### src/rtl/lgd_pkg.sv
// Shared types and constants of the life grid draw and step unit.
`default_nettype none

package lgd_pkg;

	// Operation selector carried on the input tuser lane.
	typedef enum logic [1:0] {
		OP_PEN  = 2'd0,
		OP_STEP = 2'd1,
		OP_READ = 2'd2,
		OP_NONE = 2'd3
	} op_t;

	// Configuration register indexes.
	localparam logic REG_GRID_WIDTH  = 1'b0;
	localparam logic REG_GRID_HEIGHT = 1'b1;

	// Pen command bytes (ASCII w, s, a, d, x).
	localparam logic [7:0] CMD_UP     = 8'h77;
	localparam logic [7:0] CMD_DOWN   = 8'h73;
	localparam logic [7:0] CMD_LEFT   = 8'h61;
	localparam logic [7:0] CMD_RIGHT  = 8'h64;
	localparam logic [7:0] CMD_TOGGLE = 8'h78;

	// Cursor saturation bounds.
	localparam logic signed [15:0] CURSOR_MIN = 16'sh8000;
	localparam logic signed [15:0] CURSOR_MAX = 16'sh7fff;

	// Neighbor counts of the life rule.
	localparam logic [3:0] BIRTH_COUNT   = 4'd3;
	localparam logic [3:0] SURVIVE_COUNT = 4'd2;

	// Sequencer states.
	typedef enum logic [3:0] {
		ST_CLEAR,
		ST_IDLE,
		ST_PEN_RD,
		ST_PEN_WR,
		ST_RD_ISSUE,
		ST_RD_DATA,
		ST_STEP_L0,
		ST_STEP_L1,
		ST_STEP_L2,
		ST_STEP_COL,
		ST_STEP_WB,
		ST_STEP_ZERO,
		ST_DONE
	} state_t;

	// Control from the sequencer to the generation unit.
	typedef struct packed {
		logic clear;
		logic shift_in;
		logic row_keep;
		logic rotate;
		logic first_col;
		logic last_col;
		logic col_live;
	} life_ctrl_t;

endpackage

`default_nettype wire

### src/rtl/life_grid_draw_and_step_unit.sv
// Top level of the life grid draw and step unit: sequencer, pen and output register.
//
// Input words arrive on s_tvalid/s_tready with the operation in s_tuser and the
// pen command and read position in s_tdata. Each word yields exactly one output
// word on m_tvalid/m_tready: the read cell, the cursor and the pen state.
// Grid size is set through cfg_we/cfg_index/cfg_data, by the user only while the
// block is idle; the block does not enforce it. One item is worked at a time;
// s_tready is high only in the idle state. States between acceptance and ST_DONE:
//   pen command with the pen up or an ignored byte: none, with the pen down:
//   ST_PEN_RD, then ST_PEN_WR when the cursor is on the grid (read-modify-write of
//   a row), cell read: ST_RD_ISSUE, ST_RD_DATA, unused op: none, generation step:
//   ST_STEP_L0 to L2, ST_STEP_COL and ST_STEP_WB per row in use, ST_STEP_ZERO per
//   row beyond; the cell rule unit visits every column of each live row once.
// The cells are held as MAX_HEIGHT rows of MAX_WIDTH bits in one memory with one
// read and one write port; its port sets the row-at-a-time schedule.
// After reset the memory is cleared one row per cycle, all MAX_HEIGHT rows, before
// the first word is taken; configuration writes are taken throughout.
// A finished result waits in the output register while the next word is taken;
// if the receiver stalls, the following result waits until that register frees.
`default_nettype none

module life_grid_draw_and_step_unit import lgd_pkg::*; #(
	parameter int MAX_WIDTH  = 64,
	parameter int MAX_HEIGHT = 64
) (
	input  wire         clk,
	input  wire         arst_n,
	// Input word.
	input  wire         s_tvalid,
	output logic        s_tready,
	input  wire  [23:0] s_tdata,  // command[7:0], read_col[13:8], read_row[19:14], zero[23:20]
	input  wire  [1:0]  s_tuser,  // op[1:0]
	// Output word.
	output logic        m_tvalid,
	input  wire         m_tready,
	output logic [39:0] m_tdata,  // cell_alive[0], cursor_col[16:1], cursor_row[32:17],
	                              // pen_is_down[33], zero[39:34]
	// Configuration write port.
	input  wire         cfg_we,
	input  wire         cfg_index,
	input  wire  [6:0]  cfg_data
);

	localparam int RAW = $clog2(MAX_HEIGHT);
	localparam int CAW = $clog2(MAX_WIDTH);
	localparam logic [6:0] W_MAX7 = 7'((MAX_WIDTH > 127) ? 127 : MAX_WIDTH);
	localparam logic [6:0] H_MAX7 = 7'((MAX_HEIGHT > 127) ? 127 : MAX_HEIGHT);
	localparam logic [6:0] W_RST  = 7'((MAX_WIDTH > 64) ? 64 : MAX_WIDTH);
	localparam logic [6:0] H_RST  = 7'((MAX_HEIGHT > 64) ? 64 : MAX_HEIGHT);

	state_t                 state_q, state_d;
	logic [RAW:0]           row_q;
	logic [CAW-1:0]         col_q;
	logic signed [15:0]     pen_col_q, pen_row_q;
	logic                   pen_down_q;
	logic [6:0]             eff_w_q, eff_h_q;
	logic [5:0]             rd_col_q, rd_row_q;
	logic                   alive_q;
	logic                   out_valid_q;
	logic [39:0]            out_data_q;

	// Input fields.
	op_t                    in_op;
	logic [7:0]             in_cmd;
	logic                   accept;
	logic                   cmd_known;
	logic                   pen_down_after;

	// Sequencer outputs.
	logic                   row_clr, row_inc, col_clr, col_inc, out_load;
	logic                   mem_rd_en, mem_wr_en;
	logic [RAW-1:0]         mem_rd_addr, mem_wr_addr;
	logic [MAX_WIDTH-1:0]   mem_wr_data, mem_rd_data;
	logic [MAX_WIDTH-1:0]   new_row;
	life_ctrl_t             ctrl;

	// Derived positions and checks.
	logic [RAW:0]           row_p1, row_p2;
	logic                   keep_p1, keep_p2, row1_live, row_last;
	logic [CAW-1:0]         rd_col_idx, pen_col_idx;
	logic [RAW-1:0]         rd_row_idx;
	logic                   rd_in_grid, pen_in_grid, rd_hit;
	logic [6:0]             w_clamp, h_clamp;

	assign in_op  = op_t'(s_tuser);
	assign in_cmd = s_tdata[7:0];
	assign accept = s_tvalid & s_tready;
	assign s_tready = (state_q == ST_IDLE);

	assign cmd_known = (in_cmd == CMD_UP) | (in_cmd == CMD_DOWN) | (in_cmd == CMD_LEFT)
		| (in_cmd == CMD_RIGHT) | (in_cmd == CMD_TOGGLE);
	assign pen_down_after = (in_cmd == CMD_TOGGLE) ? ~pen_down_q : pen_down_q;

	// Row positions used by the step sweep.
	assign row_p1    = row_q + (RAW+1)'(1);
	assign row_p2    = row_q + (RAW+1)'(2);
	assign keep_p1   = (32'(row_p1) < 32'(eff_h_q));
	assign keep_p2   = (32'(row_p2) < 32'(eff_h_q));
	assign row1_live = (32'd1 < 32'(eff_h_q));
	assign row_last  = (32'(row_q) == 32'(MAX_HEIGHT - 1));

	// Cell read position.
	assign rd_col_idx = CAW'(rd_col_q);
	assign rd_row_idx = RAW'(rd_row_q);
	assign rd_in_grid = (7'(rd_col_q) < eff_w_q) & (7'(rd_row_q) < eff_h_q);
	assign rd_hit     = rd_in_grid & mem_rd_data[rd_col_idx];

	// The cursor marks only inside the grid in use.
	assign pen_col_idx = pen_col_q[CAW-1:0];
	assign pen_in_grid = ~pen_col_q[15] & ~pen_row_q[15]
		& (pen_col_q < $signed({9'd0, eff_w_q}))
		& (pen_row_q < $signed({9'd0, eff_h_q}));

	// Register values outside 1..maximum are clamped on write.
	assign w_clamp = (cfg_data == 7'd0) ? 7'd1
		: ((32'(cfg_data) > MAX_WIDTH) ? W_MAX7 : cfg_data);
	assign h_clamp = (cfg_data == 7'd0) ? 7'd1
		: ((32'(cfg_data) > MAX_HEIGHT) ? H_MAX7 : cfg_data);

	// State register.
	always_ff @(posedge clk or negedge arst_n) begin
		if (!arst_n) begin
			state_q <= ST_CLEAR;
		end else begin
			state_q <= state_d;
		end
	end

	// Next state, memory port and generation unit control.
	always_comb begin
		state_d     = state_q;
		row_clr     = 1'b0;
		row_inc     = 1'b0;
		col_clr     = 1'b0;
		col_inc     = 1'b0;
		out_load    = 1'b0;
		mem_rd_en   = 1'b0;
		mem_rd_addr = row_q[RAW-1:0];
		mem_wr_en   = 1'b0;
		mem_wr_addr = row_q[RAW-1:0];
		mem_wr_data = '0;
		ctrl        = '0;
		ctrl.first_col = (col_q == '0);
		ctrl.last_col  = (32'(col_q) == 32'(MAX_WIDTH - 1));
		ctrl.col_live  = (32'(col_q) < 32'(eff_w_q));
		unique case (state_q)
			ST_CLEAR: begin
				mem_wr_en = 1'b1;
				row_inc   = 1'b1;
				if (row_last) begin
					row_clr = 1'b1;
					row_inc = 1'b0;
					state_d = ST_IDLE;
				end
			end
			ST_IDLE: begin
				if (accept) begin
					unique case (in_op)
						OP_PEN:  state_d = (cmd_known && pen_down_after) ? ST_PEN_RD : ST_DONE;
						OP_STEP: begin
							row_clr = 1'b1;
							col_clr = 1'b1;
							state_d = ST_STEP_L0;
						end
						OP_READ: state_d = ST_RD_ISSUE;
						OP_NONE: state_d = ST_DONE;
						default: state_d = ST_DONE;
					endcase
				end
			end
			ST_PEN_RD: begin
				mem_rd_en   = pen_in_grid;
				mem_rd_addr = pen_row_q[RAW-1:0];
				state_d     = pen_in_grid ? ST_PEN_WR : ST_DONE;
			end
			ST_PEN_WR: begin
				mem_wr_en   = 1'b1;
				mem_wr_addr = pen_row_q[RAW-1:0];
				mem_wr_data = mem_rd_data | (MAX_WIDTH'(1) << pen_col_idx);
				state_d     = ST_DONE;
			end
			ST_RD_ISSUE: begin
				mem_rd_en   = rd_in_grid;
				mem_rd_addr = rd_row_idx;
				state_d     = ST_RD_DATA;
			end
			ST_RD_DATA: begin
				state_d = ST_DONE;
			end
			ST_STEP_L0: begin
				// Empty window, fetch row zero.
				ctrl.clear  = 1'b1;
				mem_rd_en   = 1'b1;
				mem_rd_addr = '0;
				state_d     = ST_STEP_L1;
			end
			ST_STEP_L1: begin
				ctrl.shift_in = 1'b1;
				ctrl.row_keep = 1'b1;
				mem_rd_en     = row1_live;
				mem_rd_addr   = RAW'(1);
				state_d       = ST_STEP_L2;
			end
			ST_STEP_L2: begin
				ctrl.shift_in = 1'b1;
				ctrl.row_keep = row1_live;
				state_d       = ST_STEP_COL;
			end
			ST_STEP_COL: begin
				// Fetch the row two below while this row is swept.
				ctrl.rotate = 1'b1;
				mem_rd_en   = ctrl.first_col & keep_p2;
				mem_rd_addr = row_p2[RAW-1:0];
				col_inc     = 1'b1;
				if (ctrl.last_col) begin
					col_clr = 1'b1;
					col_inc = 1'b0;
					state_d = ST_STEP_WB;
				end
			end
			ST_STEP_WB: begin
				mem_wr_en     = 1'b1;
				mem_wr_data   = new_row;
				ctrl.shift_in = 1'b1;
				ctrl.row_keep = keep_p2;
				row_inc       = 1'b1;
				if (keep_p1) begin
					state_d = ST_STEP_COL;
				end else if (row_last) begin
					state_d = ST_DONE;
				end else begin
					state_d = ST_STEP_ZERO;
				end
			end
			ST_STEP_ZERO: begin
				// Rows beyond the grid in use are cleared by a step.
				mem_wr_en = 1'b1;
				row_inc   = 1'b1;
				if (row_last) begin
					state_d = ST_DONE;
				end
			end
			ST_DONE: begin
				if (!out_valid_q || m_tready) begin
					out_load = 1'b1;
					state_d  = ST_IDLE;
				end
			end
			default: state_d = ST_IDLE;
		endcase
	end

	// Row and column counters.
	always_ff @(posedge clk or negedge arst_n) begin
		if (!arst_n) begin
			row_q <= '0;
			col_q <= '0;
		end else begin
			if (row_clr) begin
				row_q <= '0;
			end else if (row_inc) begin
				row_q <= row_p1;
			end
			if (col_clr) begin
				col_q <= '0;
			end else if (col_inc) begin
				col_q <= col_q + CAW'(1);
			end
		end
	end

	// Pen cursor and pen state, updated when a pen command is taken.
	always_ff @(posedge clk or negedge arst_n) begin
		if (!arst_n) begin
			pen_col_q  <= '0;
			pen_row_q  <= '0;
			pen_down_q <= 1'b0;
		end else if (accept && in_op == OP_PEN) begin
			priority if (in_cmd == CMD_UP) begin
				if (pen_row_q != CURSOR_MIN) pen_row_q <= pen_row_q - 16'sd1;
			end else if (in_cmd == CMD_DOWN) begin
				if (pen_row_q != CURSOR_MAX) pen_row_q <= pen_row_q + 16'sd1;
			end else if (in_cmd == CMD_LEFT) begin
				if (pen_col_q != CURSOR_MIN) pen_col_q <= pen_col_q - 16'sd1;
			end else if (in_cmd == CMD_RIGHT) begin
				if (pen_col_q != CURSOR_MAX) pen_col_q <= pen_col_q + 16'sd1;
			end else if (in_cmd == CMD_TOGGLE) begin
				pen_down_q <= ~pen_down_q;
			end else begin
				pen_down_q <= pen_down_q;
			end
		end
	end

	// Grid size registers.
	always_ff @(posedge clk or negedge arst_n) begin
		if (!arst_n) begin
			eff_w_q <= W_RST;
			eff_h_q <= H_RST;
		end else if (cfg_we) begin
			unique case (cfg_index)
				REG_GRID_WIDTH:  eff_w_q <= w_clamp;
				REG_GRID_HEIGHT: eff_h_q <= h_clamp;
				default:         eff_w_q <= eff_w_q;
			endcase
		end
	end

	// Read position and cell result.
	always_ff @(posedge clk) begin
		if (accept) begin
			rd_col_q <= s_tdata[13:8];
			rd_row_q <= s_tdata[19:14];
			alive_q  <= 1'b0;
		end else if (state_q == ST_RD_DATA) begin
			alive_q  <= rd_hit;
		end
	end

	// Output register.
	always_ff @(posedge clk or negedge arst_n) begin
		if (!arst_n) begin
			out_valid_q <= 1'b0;
		end else if (out_load) begin
			out_valid_q <= 1'b1;
		end else if (m_tready) begin
			out_valid_q <= 1'b0;
		end
	end

	always_ff @(posedge clk) begin
		if (out_load) begin
			out_data_q <= {6'd0, pen_down_q, pen_row_q, pen_col_q, alive_q};
		end
	end

	assign m_tvalid = out_valid_q;
	assign m_tdata  = out_data_q;

	// Cell memory, one row per entry.
	lgd_grid_mem #(
		.DEPTH (MAX_HEIGHT),
		.WIDTH (MAX_WIDTH)
	) u_grid_mem (
		.clk     (clk),
		.wr_en   (mem_wr_en),
		.wr_addr (mem_wr_addr),
		.wr_data (mem_wr_data),
		.rd_en   (mem_rd_en),
		.rd_addr (mem_rd_addr),
		.rd_data (mem_rd_data)
	);

	// Shared cell rule unit.
	lgd_life_unit #(
		.MAX_WIDTH (MAX_WIDTH)
	) u_life_unit (
		.clk      (clk),
		.ctrl     (ctrl),
		.eff_w    (eff_w_q),
		.row_data (mem_rd_data),
		.new_row  (new_row)
	);

endmodule

`default_nettype wire

### src/rtl/lgd_grid_mem.sv
// Row-organized cell memory: one write port and one registered read port.
`default_nettype none

module lgd_grid_mem import lgd_pkg::*; #(
	parameter int DEPTH = 64,
	parameter int WIDTH = 64
) (
	input  wire                     clk,
	input  wire                     wr_en,
	input  wire [$clog2(DEPTH)-1:0] wr_addr,
	input  wire [WIDTH-1:0]         wr_data,
	input  wire                     rd_en,
	input  wire [$clog2(DEPTH)-1:0] rd_addr,
	output logic [WIDTH-1:0]        rd_data
);

	logic [WIDTH-1:0] mem_q [DEPTH];

	// Write port.
	always_ff @(posedge clk) begin
		if (wr_en) begin
			mem_q[wr_addr] <= wr_data;
		end
	end

	// Read port; the data holds until the next read.
	always_ff @(posedge clk) begin
		if (rd_en) begin
			rd_data <= mem_q[rd_addr];
		end
	end

endmodule

`default_nettype wire

### src/rtl/lgd_life_unit.sv
// Generation unit: three-row window, one cell rule evaluated per cycle while ctrl.rotate is set.
`default_nettype none

module lgd_life_unit import lgd_pkg::*; #(
	parameter int MAX_WIDTH = 64
) (
	input  wire                  clk,
	input  wire life_ctrl_t      ctrl,
	input  wire [6:0]            eff_w,
	input  wire [MAX_WIDTH-1:0]  row_data,
	output logic [MAX_WIDTH-1:0] new_row
);

	logic [MAX_WIDTH-1:0] up_q;
	logic [MAX_WIDTH-1:0] mid_q;
	logic [MAX_WIDTH-1:0] dn_q;
	logic [MAX_WIDTH-1:0] new_q;
	logic [MAX_WIDTH-1:0] col_mask;
	logic                 left_up, left_mid, left_dn;
	logic                 right_up, right_mid, right_dn;
	logic [3:0]           count;
	logic                 cell_next;

	// Columns beyond the grid in use read as dead.
	for (genvar gi = 0; gi < MAX_WIDTH; gi++) begin : g_mask
		assign col_mask[gi] = (32'(gi) < 32'(eff_w));
	end

	// The rows rotate right each column: bit 0 is the current column, bit 1 the
	// one to its right and the top bit the one to its left. Edges are dead.
	assign left_up   = up_q[MAX_WIDTH-1]  & ~ctrl.first_col;
	assign left_mid  = mid_q[MAX_WIDTH-1] & ~ctrl.first_col;
	assign left_dn   = dn_q[MAX_WIDTH-1]  & ~ctrl.first_col;
	assign right_up  = up_q[1]  & ~ctrl.last_col;
	assign right_mid = mid_q[1] & ~ctrl.last_col;
	assign right_dn  = dn_q[1]  & ~ctrl.last_col;

	// Neighbor count and the birth and survival rule.
	assign count = 4'(left_up) + 4'(up_q[0]) + 4'(right_up)
		+ 4'(left_mid) + 4'(right_mid)
		+ 4'(left_dn) + 4'(dn_q[0]) + 4'(right_dn);
	assign cell_next = ctrl.col_live
		& ((count == BIRTH_COUNT) | (mid_q[0] & (count == SURVIVE_COUNT)));

	// Window and result row registers.
	always_ff @(posedge clk) begin
		if (ctrl.clear) begin
			up_q  <= '0;
			mid_q <= '0;
			dn_q  <= '0;
		end else if (ctrl.shift_in) begin
			up_q  <= mid_q;
			mid_q <= dn_q;
			dn_q  <= ctrl.row_keep ? (row_data & col_mask) : '0;
		end else if (ctrl.rotate) begin
			up_q  <= {up_q[0], up_q[MAX_WIDTH-1:1]};
			mid_q <= {mid_q[0], mid_q[MAX_WIDTH-1:1]};
			dn_q  <= {dn_q[0], dn_q[MAX_WIDTH-1:1]};
			new_q <= {cell_next, new_q[MAX_WIDTH-1:1]};
		end
	end

	assign new_row = new_q;

endmodule

`default_nettype wire
### config.mk
export PLATFORM = sky130hd
export DESIGN_NAME = life_grid_draw_and_step_unit
export DESIGN_NICKNAME = d
export VERILOG_FILES = /design/src/rtl/lgd_pkg.sv /design/src/rtl/life_grid_draw_and_step_unit.sv /design/src/rtl/lgd_grid_mem.sv /design/src/rtl/lgd_life_unit.sv
export SDC_FILE = /design/constraint.sdc
export NUM_CORES = 2
export LEC_CHECK = 0
export BUFFER_PORTS_ARGS = -buffer_cell sky130_fd_sc_hd__buf_2
export CORE_AREA = 8 8 837 632
export CTS_CLUSTER_DIAMETER = 120
export CTS_CLUSTER_SIZE = 25
export DETAILED_ROUTE_END_ITERATION = 6
export DIE_AREA = 0 0 845 640
export GPL_TIMING_DRIVEN = 0
export PLACE_DENSITY = 0.59
export REMOVE_ABC_BUFFERS = 1
export SETUP_SLACK_MARGIN = 0.4
export SLEW_MARGIN = 25
export SYNTH_ARGS = -nofsm -noshare
export SYNTH_HDL_FRONTEND = slang
export SYNTH_SLANG_ARGS = --single-unit
### constraint.sdc
create_clock -name clk -period 6.94 [get_ports clk]
set_input_delay 0.347 -clock clk [delete_from_list [all_inputs] [get_ports clk]]
set_output_delay 0.347 -clock clk [all_outputs]
set_load 0.01 [all_outputs]
==> flow_metrics.tcl <==
set metrics [dict create \
    slowest_delay_ps 650 \
    crit_path_end_kind "flip-flop" \
    skew_ps 56.7 \
    crit_top_cell "buf_16" \
    utilization_pct 40.9 \
    fin_crit_sh_pct 92.6 \
    syn_area_per_cell_sq_um 15.2 \
    via_per_inst 5.85 \
    ant_nets 0 \
    routed_wl_um 563000 \
    antenna_found_initial 26 \
    finalNetCount 12200 \
    violations "DRC" \
    crit_arrival_ps 7050 \
    ys.flop_type "edfxtp_1" \
    ys_warn_count 0 \
    crit_family "buffers and inverters" \
    layout_common_cells "4270 x edfxtp_1, 1448 x nand2_1, 1183 x a21oi_1" \
    synth_area_sq_um 180000 \
    cts-root-buf "clkbuf_16" \
    rsz0062_at_grt "false" \
    finalPower_w 0.0873 \
    intPower_w 0.0532 \
    critical_path_class "flip-flop to flip-flop" \
    finalCriticalPeriod_ps 6430 \
    worstHoldPathType "primary input to flip-flop" \
    pwr-share-clk_pct 15.9 \
    drt-initial-drc-count 17600 \
    htree_levels 4 \
    p_leak_nw 70.7 \
    crit_path_start_kind "flip-flop" \
    layout-drive-gt1-share_pct 12.2 \
    grt_pass1_wl_um 788000 \
    fp.dieW_um 845 \
    final-setup-viol-count 0 \
    post_cts.repair.setup_buffers 0 \
    worstMarginPinSlew_ps 1130 \
    multi_input_area_sq_um 43500 \
    portBuffers 70 \
    overflow 0 \
    cp_slowest_cell "dfrtp_2" \
    synth_cell_types 80 \
    grt_util_all_layers_pct 19.9 \
    area.sequential_sq_um 134000 \
    worstReg2RegStart "state_q[0]" \
    crit_required_ps 7560 \
    finalHoldViolations 0 \
    path_max_fanout 43 \
    placementRows 229 \
    core_sq_um 516000 \
    fillers 45600 \
    cts_made_buffers 207 \
    hold_start "s_tuser[0]" \
    max_freq_mhz 156 \
    vias 112000 \
    finalInstanceArea_sq_um 211000 \
    clockBufferDepth 4 \
    grt_pass1_vias 103000 \
    fp.dieH_um 640 \
    syn_inst 11800 \
    place_hpwl_um 387000 \
    seq_power_share_pct 38.6 \
    synth_edf_count 4270 \
    clk_pin_slew_worst_paths_ps 120 \
    final_cells 19200 \
    relSlewSlack_pct 24.3 \
    clock-sinks 4528 \
    place.gp.congestion 0.847 \
    crit_start "state_q[0]" \
    initial_core_util_pct 34.8 \
    ir_worst_vdd_v 0.000310 \
    syn_to_final_growth_pct 17.6 \
    critical_path.cell_chain "and4bb_1 > o31ai_2 > and2_4 > buf_12 > buf_16 > buf_16 > buf_12 > buf_16 > buf_12 > buf_16 > buf_16 > mux2i_1 > a221oi_1 > nor4_1 > o22a_1 > o221ai_1" \
    io_pins 81 \
    post-route-drc-count 2 \
    wl_per_cell_um 29.4 \
    clock_latency_ps 980 \
    p_switching_w 0.0340 \
    synth.yosys.seq_area_share_pct 74.4 \
    switching_share_pct 39.0 \
    dr.pass1.iters 7 \
    placed_cells 18800 \
    drv_slew 0 \
    power.density_nw_per_um2 413 \
    p_comb_share_pct 45.5 \
    synth-async-reset-ratio_pct 1.44 \
    die_area_sq_um 541000 \
    cp_num_buf_inv 8 \
    grt_start_max_net_pins 65 \
    final_common_cell "edfxtp_1" \
    tritoncts "yes" \
    status "finished, violations left" \
    post_dp_cell_area_sq_um 205000 \
    synth-seq-cells 4528 \
    max_cap_violations 0 \
]
[worst paths after layout]
check	cells past startpoint	slack (ps)	to
min in group asynchronous	4	530	pen_col_q[9]
worst max register to register	16	510	u_grid_mem.rd_data[34]
worst max-delay path	16	510	u_grid_mem.rd_data[34]
worst min register to register	0	460	u_life_unit.new_row[57]
worst min-delay path	4	60	col_q[5]
max in group asynchronous	5	5840	eff_w_q[6]
[layer usage]
layer	GRT usage, %	up-vias	part of all wire, %
met4	6.93	2	4.1
met1	29.5	57400	42
met2	28.6	6514	42
li1	-	47200	-
met3	4.32	1006	11
met5	0	-	0.0012
[cells by family (layout without fill, tap and decap cells)]
kind of cell	Yosys count	after routing	synth area share [%]
compound gates	2868	2868	11.1
buf+inv	920	1313	2.21
flops	4528	4528	74.4
fa+ha+maj	80	80	0.582
other cells	1	36	0.00209
mux	1062	1062	6.07
simple gates	2290	2291	5.45
xor+xnor	49	49	0.239
[cells in the mapped netlist (21+ instances only)]
cell / number / area, sq um
dfxtp_1: 193 / 3860
mux2i_1: 1028 / 10300
o22a_1: 65 / 569
a21oi_1: 1184 / 5930
xor2_1: 21 / 184
buf_4: 38 / 285
nor2_1: 283 / 1060
nand2_1: 1452 / 5450
nor3_1: 23 / 115
a221oi_2: 100 / 1500
dfrtp_1: 63 / 1580
xnor2_1: 28 / 245
clkbuf_1: 553 / 2080
edfxtp_1: 4270 / 128000
buf_2: 208 / 1040
inv_1: 40 / 150
a32oi_1: 56 / 490
buf_1: 62 / 233
nand2b_1: 27 / 169
a21o_1: 26 / 195
o21ai_0: 339 / 1700
nand3_1: 163 / 816
mux4_2: 21 / 473
ha_1: 74 / 926
nor4_1: 268 / 1680
a221oi_1: 926 / 8110
o221ai_1: 65 / 569
[metrics by stage]
| stage | hold WS, ps | setup TNS (ps) | setup slack [ps] |
|---|---|---|---|
| floorplan | 51.4 | -5008110 | -61680 |
| finish | 57.0 | 0 | 512 |
| detailed placement | 351 | 0 | 249 |
| global placement | 427 | - | -108450 |
| global route | 126 | 0 | 456 |
| CTS | 0.841 | 0 | 464 |
[timing repair]
action                                  in CTS  in global routing
hold buffers                                33                  0
gates cloned                                 0                  1
endpoints found under the setup margin       2                 15
hold endpoints to repair                    95                  0
resized for setup                            2                  6
[state kept, by name, indices dropped and copies added, names as in the netlist, 4 cells and up]
signal,flops
u_grid_mem.mem_q,4096
eff_w_q,7
rd_col_idx,6
pen_col_q,16
state_q,4
u_life_unit.mid_q,64
u_life_unit.new_row,64
pen_row_q,16
u_grid_mem.rd_data,64
row_q,7
eff_h_q,7
m_tdata,34
u_life_unit.dn_q,64
col_q,6
rd_row_idx,6
u_life_unit.up_q,64
[tightest hold or removal path: cells and delay by family]
kind,cells,cell delay [ps]
buf+inv,1,140
simple gates,2,290
compound gates,1,200
[power by group through the flow]
| stage | Combinational, W | Clock, W | Sequential [W] |
|---|---|---|---|
| after floorplan | 0.0162 | 0 | 0.0340 |
| after global placement | 0.0171 | 0 | 0.0347 |
| after detailed placement | 0.0390 | 0 | 0.0342 |
| after CTS | 0.0392 | 0.0141 | 0.0336 |
| after global routing | 0.0424 | 0.0150 | 0.0337 |
| final | 0.0397 | 0.0139 | 0.0336 |
[final cells by class]
cell class	instances	share of cell area [%]
timing repair buffer	986	9.25
clock buffer	278	2.61
multi-input combinational	6356	20.6
clock inverter	5	0.0349
inverter	44	0.0793
antenna	30	0.0355
sequential	4528	63.3
tap	6930	4.10
Note: power is estimated with default switching activity, not from simulation.
